<file path="config.mk">
export PLATFORM = sky130hd
export DESIGN_NAME = radiotap_header_parser_top
export DESIGN_NICKNAME = d
export VERILOG_FILES = /design/src/sv/rhp_pkg.sv /design/src/sv/radiotap_header_parser_top.sv
export VERILOG_INCLUDE_DIRS = /design/src /design/src/sv
export SDC_FILE = /design/constraint.sdc
export NUM_CORES = 1
export LEC_CHECK = 0
export BUFFER_PORTS_ARGS = -buffer_cell sky130_fd_sc_hd__buf_4
export CORE_AREA = 2 2 229 231
export DETAILED_ROUTE_END_ITERATION = 8
export DIE_AREA = 0 0 231 233
export PLACE_DENSITY = 0.45
export SYNTH_ARGS = -nofsm -noshare
export SYNTH_HDL_FRONTEND = slang
export SYNTH_SLANG_ARGS = --single-unit
</file>
<file path="constraint.sdc">
create_clock -name clk -period 6.9 [get_ports clk]
set_clock_uncertainty 0.05 [all_clocks]
set_input_delay 0.69 -clock clk [delete_from_list [all_inputs] [get_ports clk]]
set_output_delay 0.69 -clock clk [all_outputs]
set_load 0.02 [all_outputs]
</file>
<file path="src/sv/radiotap_header_parser_top_defines.svh">
// ----------------------------------------------------------------------------
// radiotap_header_parser_top_defines
// Assertion macros shared by the radiotap header parser RTL.
// ----------------------------------------------------------------------------
`ifndef RADIOTAP_HEADER_PARSER_TOP_DEFINES_SVH
`define RADIOTAP_HEADER_PARSER_TOP_DEFINES_SVH

`ifndef SYNTHESIS
// antecedent implies consequent in the same cycle
`define RHP_ASSERT_IMP(lbl, ante, cons) \
	lbl: assert property (@(posedge clk) disable iff (!arst_n) (ante) |-> (cons)) \
		else $error("rhp assertion failed");
// antecedent implies consequent in the following cycle
`define RHP_ASSERT_NEXT(lbl, ante, cons) \
	lbl: assert property (@(posedge clk) disable iff (!arst_n) (ante) |=> (cons)) \
		else $error("rhp assertion failed");
`else
`define RHP_ASSERT_IMP(lbl, ante, cons)
`define RHP_ASSERT_NEXT(lbl, ante, cons)
`endif

`endif

</file>
<file path="src/sv/rhp_pkg.sv">
// ----------------------------------------------------------------------------
// rhp_pkg
// Types and constants of the radiotap header parser.
// ----------------------------------------------------------------------------
`timescale 1ns / 1ps

package rhp_pkg;

	// frame bytes at this offset and beyond are dropped
	localparam int MAX_FRAME = 4096;
	localparam int OFF_W     = $clog2(MAX_FRAME + 1);

	// fixed header offsets
	localparam int OFF_HLEN_LO = 2;
	localparam int OFF_HLEN_HI = 3;
	localparam int OFF_BITS_LO = 4;
	localparam int OFF_BITS_HI = 5;
	localparam int MIN_HDR     = 8;
	localparam int FCS_BYTES   = 4;

	// present-bitmap field numbers
	localparam logic [3:0] FLD_TSFT    = 4'd0;
	localparam logic [3:0] FLD_FLAGS   = 4'd1;
	localparam logic [3:0] FLD_RATE    = 4'd2;
	localparam logic [3:0] FLD_CHANNEL = 4'd3;
	localparam logic [3:0] FLD_FHSS    = 4'd4;
	localparam logic [3:0] FLD_SIGNAL  = 4'd5;
	localparam logic [3:0] FLD_NOISE   = 4'd6;
	localparam logic [3:0] FLD_LOCK    = 4'd7;
	localparam logic [3:0] FLD_TXATT   = 4'd8;
	localparam logic [3:0] FLD_DBTXATT = 4'd9;
	localparam logic [3:0] FLD_NONE    = 4'd12;
	localparam int         FLD_COUNT   = 12;

	// flags field and channel flags
	localparam logic [7:0]  FLAG_FCS = 8'h10;
	localparam logic [15:0] CH_TURBO = 16'h0010;
	localparam logic [15:0] CH_CCK   = 16'h0020;
	localparam logic [15:0] CH_OFDM  = 16'h0040;
	localparam logic [15:0] CH_2GHZ  = 16'h0080;
	localparam logic [15:0] CH_5GHZ  = 16'h0100;
	localparam logic [15:0] CH_DYN   = 16'h0400;
	localparam logic [15:0] CH_GFSK  = 16'h0800;

	// carrier classes
	localparam logic [2:0] CAR_UNKNOWN = 3'd0;
	localparam logic [2:0] CAR_FHSS    = 3'd1;
	localparam logic [2:0] CAR_A       = 3'd2;
	localparam logic [2:0] CAR_BPLUS   = 3'd3;
	localparam logic [2:0] CAR_B       = 3'd4;
	localparam logic [2:0] CAR_G       = 3'd5;

	// encoding classes
	localparam logic [2:0] ENC_UNKNOWN = 3'd0;
	localparam logic [2:0] ENC_CCK     = 3'd1;
	localparam logic [2:0] ENC_OFDM    = 3'd2;
	localparam logic [2:0] ENC_DYN     = 3'd3;
	localparam logic [2:0] ENC_GFSK    = 3'd4;

	typedef enum logic [2:0] {
		ST_OK        = 3'd0,
		ST_SHORT     = 3'd1,
		ST_HDR_SHORT = 3'd2,
		ST_OVERRUN   = 3'd3,
		ST_FCS_SHORT = 3'd4
	} status_t;

	typedef struct packed {
		logic [7:0] frame_byte;
		logic       last_byte;
	} in_beat_t;

	typedef struct packed {
		status_t           status;
		logic [15:0]       frequency;
		logic [2:0]        carrier;
		logic [2:0]        encoding;
		logic [9:0]        data_rate;
		logic signed [7:0] signal_level;
		logic signed [7:0] noise_level;
		logic              fcs_present;
		logic [12:0]       payload_length;
		logic [3:0]        seen_mask;
	} out_beat_t;

endpackage

</file>
<file path="src/sv/radiotap_header_parser_top.sv">
// ----------------------------------------------------------------------------
// radiotap_header_parser_top
// Byte-serial radiotap header parser with one summary beat per frame.
// ----------------------------------------------------------------------------
// Usage:
//   in channel  (in_valid/in_ready/in_data): one frame byte per beat, header
//   first; last_byte marks the final byte of a frame.
//   out channel (out_valid/out_ready/out_data): one summary beat per frame,
//   raised for the beat carrying last_byte.
// Throughput: one byte per cycle across frame boundaries, except that a
//   last byte waits while an unaccepted summary holds the result register.
// The summary for a frame is written to the result register, which drives
//   out_data, as its last byte leaves the input register.
// Only the final byte of a frame needs a free result register; ordinary
//   bytes keep flowing while a summary waits. When the receiver stalls with
//   a summary pending, a following last byte holds in the input register and
//   in_ready drops until the summary is taken.
// Reset: all parse state clears, both channels come up empty, and the first
//   byte after reset is taken as offset zero of a new frame.
// Bytes at offsets of MAX_FRAME and beyond are dropped but a last byte there
//   still closes the frame.
// ----------------------------------------------------------------------------
`timescale 1ns / 1ps

`include "radiotap_header_parser_top_defines.svh"

module radiotap_header_parser_top (
	input  logic              clk,
	input  logic              arst_n,
	input  logic              in_valid,
	output logic              in_ready,
	input  rhp_pkg::in_beat_t in_data,
	output logic              out_valid,
	input  logic              out_ready,
	output rhp_pkg::out_beat_t out_data
);

	localparam int OW = rhp_pkg::OFF_W;

	// lowest present bit at or above from, or none
	function automatic logic [3:0] next_field(input logic [11:0] bits, input logic [3:0] from);
		logic [3:0] r;
		logic       found;
		r     = rhp_pkg::FLD_NONE;
		found = 1'b0;
		for (int i = 0; i < rhp_pkg::FLD_COUNT; i++) begin
			if (!found && bits[i] && (4'(i) >= from)) begin
				r     = 4'(i);
				found = 1'b1;
			end
		end
		return r;
	endfunction

	function automatic logic [3:0] fld_size(input logic [3:0] f);
		logic [3:0] s;
		unique case (f) inside
			rhp_pkg::FLD_TSFT:    s = 4'd8;
			rhp_pkg::FLD_CHANNEL: s = 4'd4;
			rhp_pkg::FLD_FHSS, rhp_pkg::FLD_LOCK, rhp_pkg::FLD_TXATT,
			rhp_pkg::FLD_DBTXATT: s = 4'd2;
			default:              s = 4'd1;
		endcase
		return s;
	endfunction

	function automatic logic [2:0] fld_align_mask(input logic [3:0] f);
		logic [2:0] m;
		unique case (f) inside
			rhp_pkg::FLD_TSFT: m = 3'd7;
			rhp_pkg::FLD_CHANNEL, rhp_pkg::FLD_FHSS, rhp_pkg::FLD_LOCK,
			rhp_pkg::FLD_TXATT, rhp_pkg::FLD_DBTXATT: m = 3'd1;
			default:           m = 3'd0;
		endcase
		return m;
	endfunction

	function automatic logic [2:0] carrier_of(input logic [15:0] f);
		logic [2:0] c;
		if ((f & (rhp_pkg::CH_2GHZ | rhp_pkg::CH_GFSK)) == (rhp_pkg::CH_2GHZ | rhp_pkg::CH_GFSK))
			c = rhp_pkg::CAR_FHSS;
		else if ((f & (rhp_pkg::CH_5GHZ | rhp_pkg::CH_OFDM))
				== (rhp_pkg::CH_5GHZ | rhp_pkg::CH_OFDM))
			c = rhp_pkg::CAR_A;
		else if ((f & (rhp_pkg::CH_2GHZ | rhp_pkg::CH_CCK | rhp_pkg::CH_TURBO))
				== (rhp_pkg::CH_2GHZ | rhp_pkg::CH_CCK | rhp_pkg::CH_TURBO))
			c = rhp_pkg::CAR_BPLUS;
		else if ((f & (rhp_pkg::CH_2GHZ | rhp_pkg::CH_CCK)) == (rhp_pkg::CH_2GHZ | rhp_pkg::CH_CCK))
			c = rhp_pkg::CAR_B;
		else if ((f & (rhp_pkg::CH_2GHZ | rhp_pkg::CH_OFDM))
				== (rhp_pkg::CH_2GHZ | rhp_pkg::CH_OFDM))
			c = rhp_pkg::CAR_G;
		else if ((f & (rhp_pkg::CH_2GHZ | rhp_pkg::CH_DYN)) == (rhp_pkg::CH_2GHZ | rhp_pkg::CH_DYN))
			c = rhp_pkg::CAR_G;
		else
			c = rhp_pkg::CAR_UNKNOWN;
		return c;
	endfunction

	function automatic logic [2:0] encoding_of(input logic [15:0] f);
		logic [2:0] e;
		if ((f & rhp_pkg::CH_CCK) != 16'd0)       e = rhp_pkg::ENC_CCK;
		else if ((f & rhp_pkg::CH_OFDM) != 16'd0) e = rhp_pkg::ENC_OFDM;
		else if ((f & rhp_pkg::CH_DYN) != 16'd0)  e = rhp_pkg::ENC_DYN;
		else if ((f & rhp_pkg::CH_GFSK) != 16'd0) e = rhp_pkg::ENC_GFSK;
		else                                      e = rhp_pkg::ENC_UNKNOWN;
		return e;
	endfunction

	// input register
	logic              s1_valid_q;
	rhp_pkg::in_beat_t s1_q;
	logic              s1_go;

	// parse state
	logic [OW-1:0] off_q, off_d;
	logic [15:0]   hlen_q, hlen_d;
	logic [11:0]   fbits_q, fbits_d;
	logic          done_q, done_d;
	logic          overrun_q, overrun_d;
	logic [3:0]    cursor_q, cursor_d;
	logic [3:0]    count_q, count_d;
	logic [31:0]   gather_q, gather_d;
	logic [15:0]   freq_q, freq_d;
	logic [15:0]   chflags_q, chflags_d;
	logic [7:0]    rate_q, rate_d;
	logic [7:0]    signal_q, signal_d;
	logic [7:0]    noise_q, noise_d;
	logic          fcs_q, fcs_d;
	logic [3:0]    seen_q, seen_d;

	// result register
	logic               out_valid_q;
	rhp_pkg::out_beat_t out_q;
	rhp_pkg::out_beat_t result;

	// working values
	logic [7:0]  b;
	logic [31:0] gather_new;
	logic [3:0]  count_new;
	logic [16:0] len17;
	logic [16:0] hsum17;
	logic [15:0] plen16;
	logic [5:0]  rate_half;

	// handshake: only a last byte waits for the result register
	assign s1_go    = s1_valid_q && (!s1_q.last_byte || !out_valid_q || out_ready);
	assign in_ready = !s1_valid_q || s1_go;
	assign out_valid = out_valid_q;
	assign out_data  = out_q;
	assign b         = s1_q.frame_byte;

	// per-byte header bookkeeping
	always_comb begin
		off_d      = off_q;
		hlen_d     = hlen_q;
		fbits_d    = fbits_q;
		done_d     = done_q;
		overrun_d  = overrun_q;
		cursor_d   = cursor_q;
		count_d    = count_q;
		gather_d   = gather_q;
		freq_d     = freq_q;
		chflags_d  = chflags_q;
		rate_d     = rate_q;
		signal_d   = signal_q;
		noise_d    = noise_q;
		fcs_d      = fcs_q;
		seen_d     = seen_q;
		gather_new = gather_q;
		count_new  = count_q + 4'd1;
		if (off_q < OW'(rhp_pkg::MAX_FRAME)) begin
			off_d = off_q + OW'(1);
			if (off_q == OW'(rhp_pkg::OFF_HLEN_LO)) hlen_d[7:0]  = b;
			if (off_q == OW'(rhp_pkg::OFF_HLEN_HI)) hlen_d[15:8] = b;
			if (off_q == OW'(rhp_pkg::OFF_BITS_LO)) fbits_d[7:0]  = b;
			if (off_q == OW'(rhp_pkg::OFF_BITS_HI)) fbits_d[11:8] = b[3:0];
			if (!done_q && !overrun_q) begin
				// last byte of a present word decides the chain
				if (off_q >= OW'(rhp_pkg::OFF_BITS_LO) && off_q[1:0] == 2'b11) begin
					if (hlen_d < 16'(rhp_pkg::MIN_HDR)) begin
						overrun_d = 1'b1;
					end else if (b[7]) begin
						if ((17'(off_q) + 17'd1) > {1'b0, hlen_d})
							overrun_d = 1'b1;
					end else begin
						done_d   = 1'b1;
						cursor_d = next_field(fbits_d, 4'd0);
						count_d  = 4'd0;
						gather_d = 32'd0;
					end
				end
			end else if (done_q && cursor_q < rhp_pkg::FLD_NONE
					&& 16'(off_q) < hlen_q) begin
				// gather field bytes once aligned
				if (!(count_q == 4'd0 && (off_q[2:0] & fld_align_mask(cursor_q)) != 3'd0)) begin
					if (count_q < 4'd4)
						gather_new = gather_q | (32'(b) << {count_q[1:0], 3'b000});
					if (count_new >= fld_size(cursor_q)) begin
						case (cursor_q)
							rhp_pkg::FLD_FLAGS: begin
								if ((gather_new[7:0] & rhp_pkg::FLAG_FCS) != 8'd0)
									fcs_d = 1'b1;
							end
							rhp_pkg::FLD_RATE: begin
								rate_d    = gather_new[7:0];
								seen_d[1] = 1'b1;
							end
							rhp_pkg::FLD_CHANNEL: begin
								freq_d    = gather_new[15:0];
								chflags_d = gather_new[31:16];
								seen_d[0] = 1'b1;
							end
							rhp_pkg::FLD_SIGNAL: begin
								signal_d  = gather_new[7:0];
								seen_d[2] = 1'b1;
							end
							rhp_pkg::FLD_NOISE: begin
								noise_d   = gather_new[7:0];
								seen_d[3] = 1'b1;
							end
							default: ;
						endcase
						cursor_d = next_field(fbits_q, cursor_q + 4'd1);
						count_d  = 4'd0;
						gather_d = 32'd0;
					end else begin
						count_d  = count_new;
						gather_d = gather_new;
					end
				end
			end
		end
	end

	// frame summary from the state after this byte
	always_comb begin
		len17     = 17'(off_d);
		hsum17    = {1'b0, hlen_d} + (fcs_d ? 17'(rhp_pkg::FCS_BYTES) : 17'd0);
		plen16    = 16'(off_d) - hlen_d - {13'd0, fcs_d, 2'b00};
		rate_half = rate_d[6:1];
		result    = '0;
		if (len17 < 17'(rhp_pkg::MIN_HDR))
			result.status = rhp_pkg::ST_SHORT;
		else if (len17 < {1'b0, hlen_d})
			result.status = rhp_pkg::ST_HDR_SHORT;
		else if (overrun_d || !done_d)
			result.status = rhp_pkg::ST_OVERRUN;
		else if (hsum17 > len17)
			result.status = rhp_pkg::ST_FCS_SHORT;
		else
			result.status = rhp_pkg::ST_OK;
		if (result.status == rhp_pkg::ST_OK) begin
			result.frequency      = freq_d;
			if (seen_d[0]) begin
				result.carrier  = carrier_of(chflags_d);
				result.encoding = encoding_of(chflags_d);
			end
			result.data_rate      = 10'({rate_half, 3'b000}) + 10'({rate_half, 1'b0});
			result.signal_level   = signal_d;
			result.noise_level    = noise_d;
			result.fcs_present    = fcs_d;
			result.payload_length = plen16[12:0];
			result.seen_mask      = seen_d;
		end
	end

	// input register
	always_ff @(posedge clk or negedge arst_n) begin
		if (!arst_n) begin
			s1_valid_q <= 1'b0;
		end else if (in_ready) begin
			s1_valid_q <= in_valid;
		end
	end

	always_ff @(posedge clk) begin
		if (in_ready && in_valid) begin
			s1_q <= in_data;
		end
	end

	// parse state, cleared after each last byte
	always_ff @(posedge clk or negedge arst_n) begin
		if (!arst_n) begin
			off_q     <= '0;
			hlen_q    <= '0;
			fbits_q   <= '0;
			done_q    <= 1'b0;
			overrun_q <= 1'b0;
			cursor_q  <= '0;
			count_q   <= '0;
			gather_q  <= '0;
			freq_q    <= '0;
			chflags_q <= '0;
			rate_q    <= '0;
			signal_q  <= '0;
			noise_q   <= '0;
			fcs_q     <= 1'b0;
			seen_q    <= '0;
		end else if (s1_go) begin
			if (s1_q.last_byte) begin
				off_q     <= '0;
				hlen_q    <= '0;
				fbits_q   <= '0;
				done_q    <= 1'b0;
				overrun_q <= 1'b0;
				cursor_q  <= '0;
				count_q   <= '0;
				gather_q  <= '0;
				freq_q    <= '0;
				chflags_q <= '0;
				rate_q    <= '0;
				signal_q  <= '0;
				noise_q   <= '0;
				fcs_q     <= 1'b0;
				seen_q    <= '0;
			end else begin
				off_q     <= off_d;
				hlen_q    <= hlen_d;
				fbits_q   <= fbits_d;
				done_q    <= done_d;
				overrun_q <= overrun_d;
				cursor_q  <= cursor_d;
				count_q   <= count_d;
				gather_q  <= gather_d;
				freq_q    <= freq_d;
				chflags_q <= chflags_d;
				rate_q    <= rate_d;
				signal_q  <= signal_d;
				noise_q   <= noise_d;
				fcs_q     <= fcs_d;
				seen_q    <= seen_d;
			end
		end
	end

	// result register
	always_ff @(posedge clk or negedge arst_n) begin
		if (!arst_n) begin
			out_valid_q <= 1'b0;
		end else if (s1_go && s1_q.last_byte) begin
			out_valid_q <= 1'b1;
		end else if (out_ready) begin
			out_valid_q <= 1'b0;
		end
	end

	always_ff @(posedge clk) begin
		if (s1_go && s1_q.last_byte) begin
			out_q <= result;
		end
	end

	// checks
	`RHP_ASSERT_IMP(a_err_fields_zero, out_valid_q && out_q.status != rhp_pkg::ST_OK, out_q.seen_mask == 4'd0 && out_q.payload_length == 13'd0 && out_q.frequency == 16'd0)
	`RHP_ASSERT_IMP(a_chain_exclusive, 1'b1, !(done_q && overrun_q))
	`RHP_ASSERT_IMP(a_offset_bound, 1'b1, off_q <= OW'(rhp_pkg::MAX_FRAME) && cursor_q <= rhp_pkg::FLD_NONE)
	`RHP_ASSERT_NEXT(a_last_closes_frame, s1_go && s1_q.last_byte, out_valid_q && off_q == '0 && !done_q)
	`RHP_ASSERT_IMP(a_carrier_needs_channel, out_valid_q && out_q.carrier != rhp_pkg::CAR_UNKNOWN, out_q.seen_mask[0])

endmodule
</file>
==> results.md, run 1 <==
* Ys async rst share at 0.621
* Clk slew on worst S/H paths at 0.06 ns
* Max Clk Rate at 0.157 GHz
* Clk pwr share at 0.321
* Pwr dens at 267 nW/um^2
* Cell-internal power at 2.51 mW
* Tot GR Track Use at 0.146
* Synthesized area at 12700 um^2
* Unrepaired setup endpoints after global routing: no
* Global-route wire length before repair at 61400 um
* Maximum clock insertion buffer count at 3
* Die ar. at 53800 um^2
* Status: finished, final reports clean
* Switch share at 0.365
* Max-Cap Viols at 0
* Post-synth EDFFs at 77
* Cell Rows at 83
* Width of the die at 231 um
* Cts hold-fix bufs at 0
* Most common cell in the synthesized netlist: nand2_1
* Critical Path RT at 7.23 ns
* Grt ovf at 0
* DR pass1 iterations at 7
* Net Sw Power at 1.45 mW
* Slew @ Worst Pin at 1.16 ns
* Delay-heaviest family, CP: compound AO/OA/AOI/OAI gates
* Synth top area share at 0.248
* Area delta synth->final at 17.0%
* Final period utilization at 0.921
* Crit. End Element: register
* Syn_area_per_cell at 9.16 um^2
* Critical Setup Path Class: register to register
* Number of diodes at 0
* Tmin final at 6.36 ns
* Hpwl dp at 27500 um
* Proportion of power drawn by combinational gates at 0.332
* Pin count of the biggest net entering global routing at 74
* Buffers on Ports at 82
* Post-CTS Repair Setup Buffers at 0
* Synth area leader: dfrtp_1
* Clk root buf: clkbuf_16
* CTS tree: done
* Number of nets in the layout at 1557
* Worst-path maximum fanout at 65
* Arrival time worst endpoint at 6.68 ns
* Antenna violations before repair at 0
* Initial DRC Count at 746
* Ys flop type: dfrtp_1
* CTS sink count at 203
* Vias in the first global route at 10200
* Largest cells by area after synthesis: dfrtp_1 25%, edfxtp_1 18%, ha_1 9.4%
* CP max-delay cell: dfrtp_1
* Post-route DRC at 0
* Worst-Skew Late Latency at 0.56 ns
* Sequential Power Share at 0.346
* # resized after CTS at 0
* Worst setup SP type: register
* Core Util, Final at 0.291
* Routed WL per cell at 18.5 um
* Post-DRT Antenna Nets at 0
* Initial Utilization at 0.248
* CTS Buf Count at 25
* Most Frequent Cell on Critical Path: ha_1
* VDD IR max at 0.158 mV
* Post-synth top cells: 144 x nand2_1, 136 x nor2_1, 126 x dfrtp_1, 116 x o21ai_0, 97 x inv_1
* I/O pin count at 84
* CP Buf/Inv Count at 2
* Via density at 4.91
* Htree depth at 1
* Post-synthesis register bit count at 203
* Hold Path Class: primary input to async pin
* CP max stage delay at 0.47 ns
* Setup violators final at 0
* Share of cells above drive strength 1 at 0.124
* DR vias at 10500
* Hold Fails Final Rpt at 0
* Mapped Nets at 1496
* Synthesis Warnings at 0
* Count of cell types in the netlist at 75
* Chip height at 233 um
* Routed WL at 39800 um
* Routability cong. at 0.846
* Fin. max-slew vios at 0
* Mapped Cells at 1385
* Core area at 51100 um^2
* Slew headroom at 0.227
* Sum of negative setup slack at 0 ns
* Register area share after synthesis at 0.431
* Leakage power at 6.28 nW
[stage by stage]
stage                     cell area, um^2  setup slack, ns  instances  hold WS, ns  total power, mW
after floorplan                     12700             1.37       1385        0.344             2.31
after detailed placement            14100            0.598       2099        0.417             2.70
final                               14900            0.542       2145        0.184             3.96
after global routing                14900           0.0783       2145        0.241             4.20
after CTS                           14800            0.547       2145        0.192             4.00
after global placement              14100            0.775       2099        0.410             2.71
[registers in the layout, indices dropped and copies added (netlist names)]
signal / cells
count_q: 4
cursor_q: 4
gather_q: 23
done_q: 1
hlen_q: 16
rate_q: 6
noise_q: 8
s1_q: 1
signal_q: 8
out_valid: 1
s1_valid_q: 1
seen_q: 4
overrun_q: 1
b: 8
fbits_q: 12
off_q: 13
out_data: 68
chflags_q: 7
fcs_q: 1
freq_q: 16
[final cells by class]
type,count,area (um^2)
fill,5411,36200
timing repair buffer,115,876
tap,680,851
multi-input combinational,1004,6530
sequential,203,5470
inverter,97,365
clock buffer,30,654
clock inverter,16,110
[power groups by stage]
stage | registers (mW) | clock network [mW] | logic, mW
detailed placement | 1.39 | 0 | 1.31
finish | 1.37 | 1.27 | 1.32
floorplan | 1.39 | 0 | 0.918
global route | 1.38 | 1.36 | 1.47
CTS | 1.37 | 1.31 | 1.32
global placement | 1.39 | 0 | 1.31
[kinds of logic after synthesis]
kind of cell / after synthesis / synth area share
other cells: 1 / 0.000295
xor+xnor: 42 / 0.0290
simple gates: 442 / 0.165
flops: 203 / 0.431
buf+inv: 178 / 0.0569
mux: 21 / 0.0168
compound gates: 400 / 0.203
fa+ha+maj: 98 / 0.0984
[worst paths after layout]
| check | start | to | slack, ns | cells after the start |
|---|---|---|---|---|
| worst max-delay path | cursor_q[0] | out_data[49] | 0.54 | 27 |
| worst min-delay path | arst_n | hlen_q[9] | 0.18 | 1 |
| worst max register to register | cursor_q[0] | out_data[49] | 0.54 | 27 |
| worst min register to register | gather_q[7] | gather_q[7] | 0.43 | 2 |
| max in group asynchronous | arst_n | noise_q[2] | 5.08 | 2 |
| min in group clk | in_data[3] | b[2] | 0.26 | 1 |
[layout by cell type (no fill, tap or decap), types with 9 or more instances in the layout]
master     netlist  final
buf_4            4    114
edfxtp_1        77     77
clkbuf_16        0     25
a211oi_2         9      9
xor2_1          19     19
mux2i_1         19     19
a22oi_1         19     19
nand2_1        144    143
a31oi_1         10     10
nor4_1          14     13
ha_1            95     95
inv_1           97     96
o22ai_1         14     14
o21ai_0        116    115
o21a_1          20     20
o31ai_1         16     16
a21o_1          23     23
and3_1          13     13
a22o_1          14     14
nand4_1         12     12
nand2b_1        14     14
dfrtp_1        126    126
xnor2_1         23     23
a211oi_1        36     36
nor2_1         136    136
nor3_1          37     37
nand3_1         24     24
a21oi_1         83     83
[routing by layer]
layer	track usage	vias to the layer above	wire length [um]
li1	-	5098	-
met1	0.206	5129	18800
met2	0.235	267	18200
met3	0.0185	47	1940
met4	0.0371	0	769
met5	0	-	0
Power figures use the tool's default switching activity.
==> run 2, diff against run 1 <==
--- a/config.mk
+++ b/config.mk
@@ -10,7 +10,7 @@
 export CORE_AREA = 2 2 229 231
 export DETAILED_ROUTE_END_ITERATION = 8
 export DIE_AREA = 0 0 231 233
-export PLACE_DENSITY = 0.45
+export PLACE_DENSITY = 0.47
 export SYNTH_ARGS = -nofsm -noshare
 export SYNTH_HDL_FRONTEND = slang
 export SYNTH_SLANG_ARGS = --single-unit
==> constraint.sdc (replaced) <==
create_clock -name clk -period 5.19 [get_ports clk]
set_clock_uncertainty 0.05 [all_clocks]
set_input_delay 0.519 -clock clk [delete_from_list [all_inputs] [get_ports clk]]
set_output_delay 0.519 -clock clk [all_outputs]
set_load 0.02 [all_outputs]
==> results.md, run 2 (synthesis gave the netlist of run 1 again) <==
* Tot GR Track Use at 0.156 (was 0.146)
* Critical R2R Capture: out_data[62] (was out_data[49])
* HP Start: in_data[2]
* Maximum clock insertion buffer count at 3 (unchanged)
* GRT met2 Usage at 0.262 (was 0.235)
* Switch share at 0.358 (was 0.365)
* Tmin final at 5.32 ns (was 6.36 ns)
* Fin. max-slew vios at 0 (unchanged)
* Grt met1 use at 0.210 (was 0.206)
* Unrepaired setup endpoints after global routing: yes (was no)
* CTS sink count at 203 (unchanged)
* Gr busiest metal: met2 (unchanged)
* Setup violators final at 45 (was 0)
* Number of diodes at 0 (unchanged)
* Most frequent cells in the layout: 199 x buf_4, 144 x nand2_1, 124 x dfrtp_1 (was 143 x nand2_1, 136 x nor2_1, 126 x dfrtp_1)
* Inst Count DP at 2184 (was 2099)
* Post-route DRC at 0 (unchanged)
* Grt ovf at 0 (unchanged)
* Die ar. at 53800 um^2 (unchanged)
* Crit. End Element: register (unchanged)
* Status: complete, but fails checks (was finished, final reports clean)
* Final cell count without fillers at 2241 (was 2145)
* Max-Cap Viols at 0 (unchanged)
* Cell Rows at 83 (unchanged)
* Register area at 5470 um^2 (about the same)
* Hold Path Class: primary input to register (was primary input to async pin)
* Fillers at 5328 (was 5411)
* Leakage power at 6.95 nW (was 6.28 nW)
* Buffers on Ports at 82 (unchanged)
* Arrival time worst endpoint at 5.67 ns (was 6.68 ns)
* Initial DRC Count at 675 (was 746)
* Hold Path Cell Cnt at 1
* Clk pwr share at 0.306 (was 0.321)
* Worst-Skew Late Latency at 0.56 ns (about the same)
* GR Layer Usage met3 at 0.0211 (was 0.0185)
* Chip height at 233 um (unchanged)
* Worst setup SP type: register (unchanged)
* Routability cong. at 0.847 (was 0.846)
* Pwr dens at 356 nW/um^2 (was 267 nW/um^2)
* Multi-input logic area at 7040 um^2 (was 6530 um^2)
* Via density at 4.89 (was 4.91)
* Area delta synth->final at 28.3% (was 17.0%)
* Sequential Power Share at 0.310 (was 0.346)
* Core area at 51100 um^2 (unchanged)
* Critical R2R Launch: cursor_q[0] (unchanged)
* Vias in the first global route at 11100 (was 10200)
* Slew @ Worst Pin at 1.05 ns (was 1.16 ns)
* Share of cells above drive strength 1 at 0.229 (was 0.124)
* Reg2Reg Setup Slack at -0.13 ns (was 0.54 ns)
* VDD IR max at 0.231 mV (was 0.158 mV)
* Most common cell after layout, fill and taps aside: buf_4 (was nand2_1)
* Net Sw Power at 2.08 mW (was 1.45 mW)
* Post-DRT Antenna Nets at 0 (unchanged)
* Tot Pwr at 5.80 mW (was 3.96 mW)
* Hold Fails Final Rpt at 0 (unchanged)
* Final WS setup at -0.127 ns (was 0.542 ns)
* Max FFs per register at 68 (unchanged)
* Reg2Reg Depth at 29 (was 27)
* Pin count of the biggest net entering global routing at 90 (was 74)
* Hpwl dp at 29900 um (was 27500 um)
* Proportion of power drawn by combinational gates at 0.383 (was 0.332)
* Delay-heaviest family, CP: compound AO/OA/AOI/OAI gates (unchanged)
* Sum of negative setup slack at -3.21 ns (was 0 ns)
* Critical Setup Path Class: register to register (unchanged)
* Clk root buf: clkbuf_16 (unchanged)
* CTS Buf Count at 25 (unchanged)
* CP Buf/Inv Count at 4 (was 2)
* Max Clk Rate at 0.188 GHz (was 0.157 GHz)
* Global-route wire length before repair at 65300 um (was 61400 um)
* DR pass1 iterations at 8 (was 7)
* CP max-delay cell: or3_4 (was dfrtp_1)
* Number of nets in the layout at 1653 (was 1557)
* Width of the die at 231 um (unchanged)
* Final period utilization at 1.02 (was 0.921)
* I/O pin count at 84 (unchanged)
* Routed WL per cell at 18.9 um (was 18.5 um)
* Initial Utilization at 0.248 (unchanged)
* Critical Path RT at 5.54 ns (was 7.23 ns)
* Htree depth at 1 (unchanged)
* DR vias at 11000 (was 10500)
* Slew headroom at 0.298 (was 0.227)
* Routed WL at 42300 um (was 39800 um)
* CP max stage delay at 0.46 ns (was 0.47 ns)
* CTS tree: done (unchanged)
* Worst-path maximum fanout at 13 (was 65)
* Hold EP: b[1]
* Failing checks: negative setup slack
* Cell-internal power at 3.72 mW (was 2.51 mW)
* Antenna violations before repair at 0 (unchanged)
* Clk slew on worst S/H paths at 0.07 ns (was 0.06 ns)
-- run 2: cell types whose count changed in the layout (fill, tap and decap cells not counted), moves of 5 or more --
| cell | previous run | this run |
|---|---|---|
| nor2_1 | 136 | 117 |
| a21oi_1 | 83 | 78 |
| ha_4 | 0 | 5 |
| ha_1 | 95 | 89 |
| clkinv_1 | 8 | 0 |
| nor2_4 | 0 | 10 |
| clkbuf_1 | 4 | 10 |
| a21oi_2 | 0 | 5 |
| a211oi_1 | 36 | 11 |
| a211oi_2 | 9 | 33 |
| buf_4 | 114 | 199 |
| nor2_2 | 0 | 9 |
-- run 2: worst max-delay path by stage --
stage                     cells after the start         from            to  slack [ns]
final                                        29  cursor_q[0]  out_data[62]       -0.13
after global routing                         30  cursor_q[0]   out_data[6]       -0.38
after CTS                                    29  cursor_q[0]  out_data[58]       -0.08
after detailed placement                     25    hlen_q[8]  out_data[43]       -0.17
after global placement                       25     off_q[9]  out_data[49]       -0.13
after floorplan                              29  cursor_q[1]  out_data[44]       0.004
-- run 2: routing by layer --
| layer | vias up | wire [um] |
|---|---|---|
| met2 | 217 | 19800 |
| li1 | 5271 | - |
| met3 | 57 | 1750 |
| met5 | - | 0 |
| met1 | 5408 | 19700 |
| met4 | 0 | 1040 |
-- run 2: power by group through the flow --
| stage | sequential [mW] | combinational (mW) | clock, mW |
|---|---|---|---|
| finish | 1.80 | 2.22 | 1.77 |
| global route | 1.81 | 2.45 | 1.88 |
| CTS | 1.80 | 2.14 | 1.83 |
| detailed placement | 1.83 | 2.06 | 0 |
| global placement | 1.83 | 2.04 | 0 |
| floorplan | 1.85 | 1.26 | 0 |
-- run 2: cell type report --
type / instances / area share
inverter: 97 / 0.0224
tap: 680 / 0.0522
multi-input combinational: 1004 / 0.432
clock inverter: 5 / 0.00399
sequential: 203 / 0.336
timing repair buffer: 211 / 0.107
clock buffer: 41 / 0.0465
-- run 2: what timing repair did --
item                                   CTS  global route
gates cloned                             3             2
pin swaps                               18            31
setup buffers                            5             2
endpoints found under the hold margin   37             0
hold buffers                             1             0
resized for setup                       53            45
setup endpoints to repair               57            65
-- run 2: per-stage QoR --
stage / worst slack [ns] / cell area [um^2] / util / hold WS, ns
final: -0.127 / 16300 / 0.319 / 0.0931
after global routing: -0.376 / 16300 / 0.319 / 0.0727
after CTS: -0.0826 / 16000 / 0.314 / 0.0649
after detailed placement: -0.172 / 14800 / 0.290 / 0.415
after global placement: -0.130 / 14800 / 0.290 / 0.410
after floorplan: 0.00394 / 12800 / - / 0.173
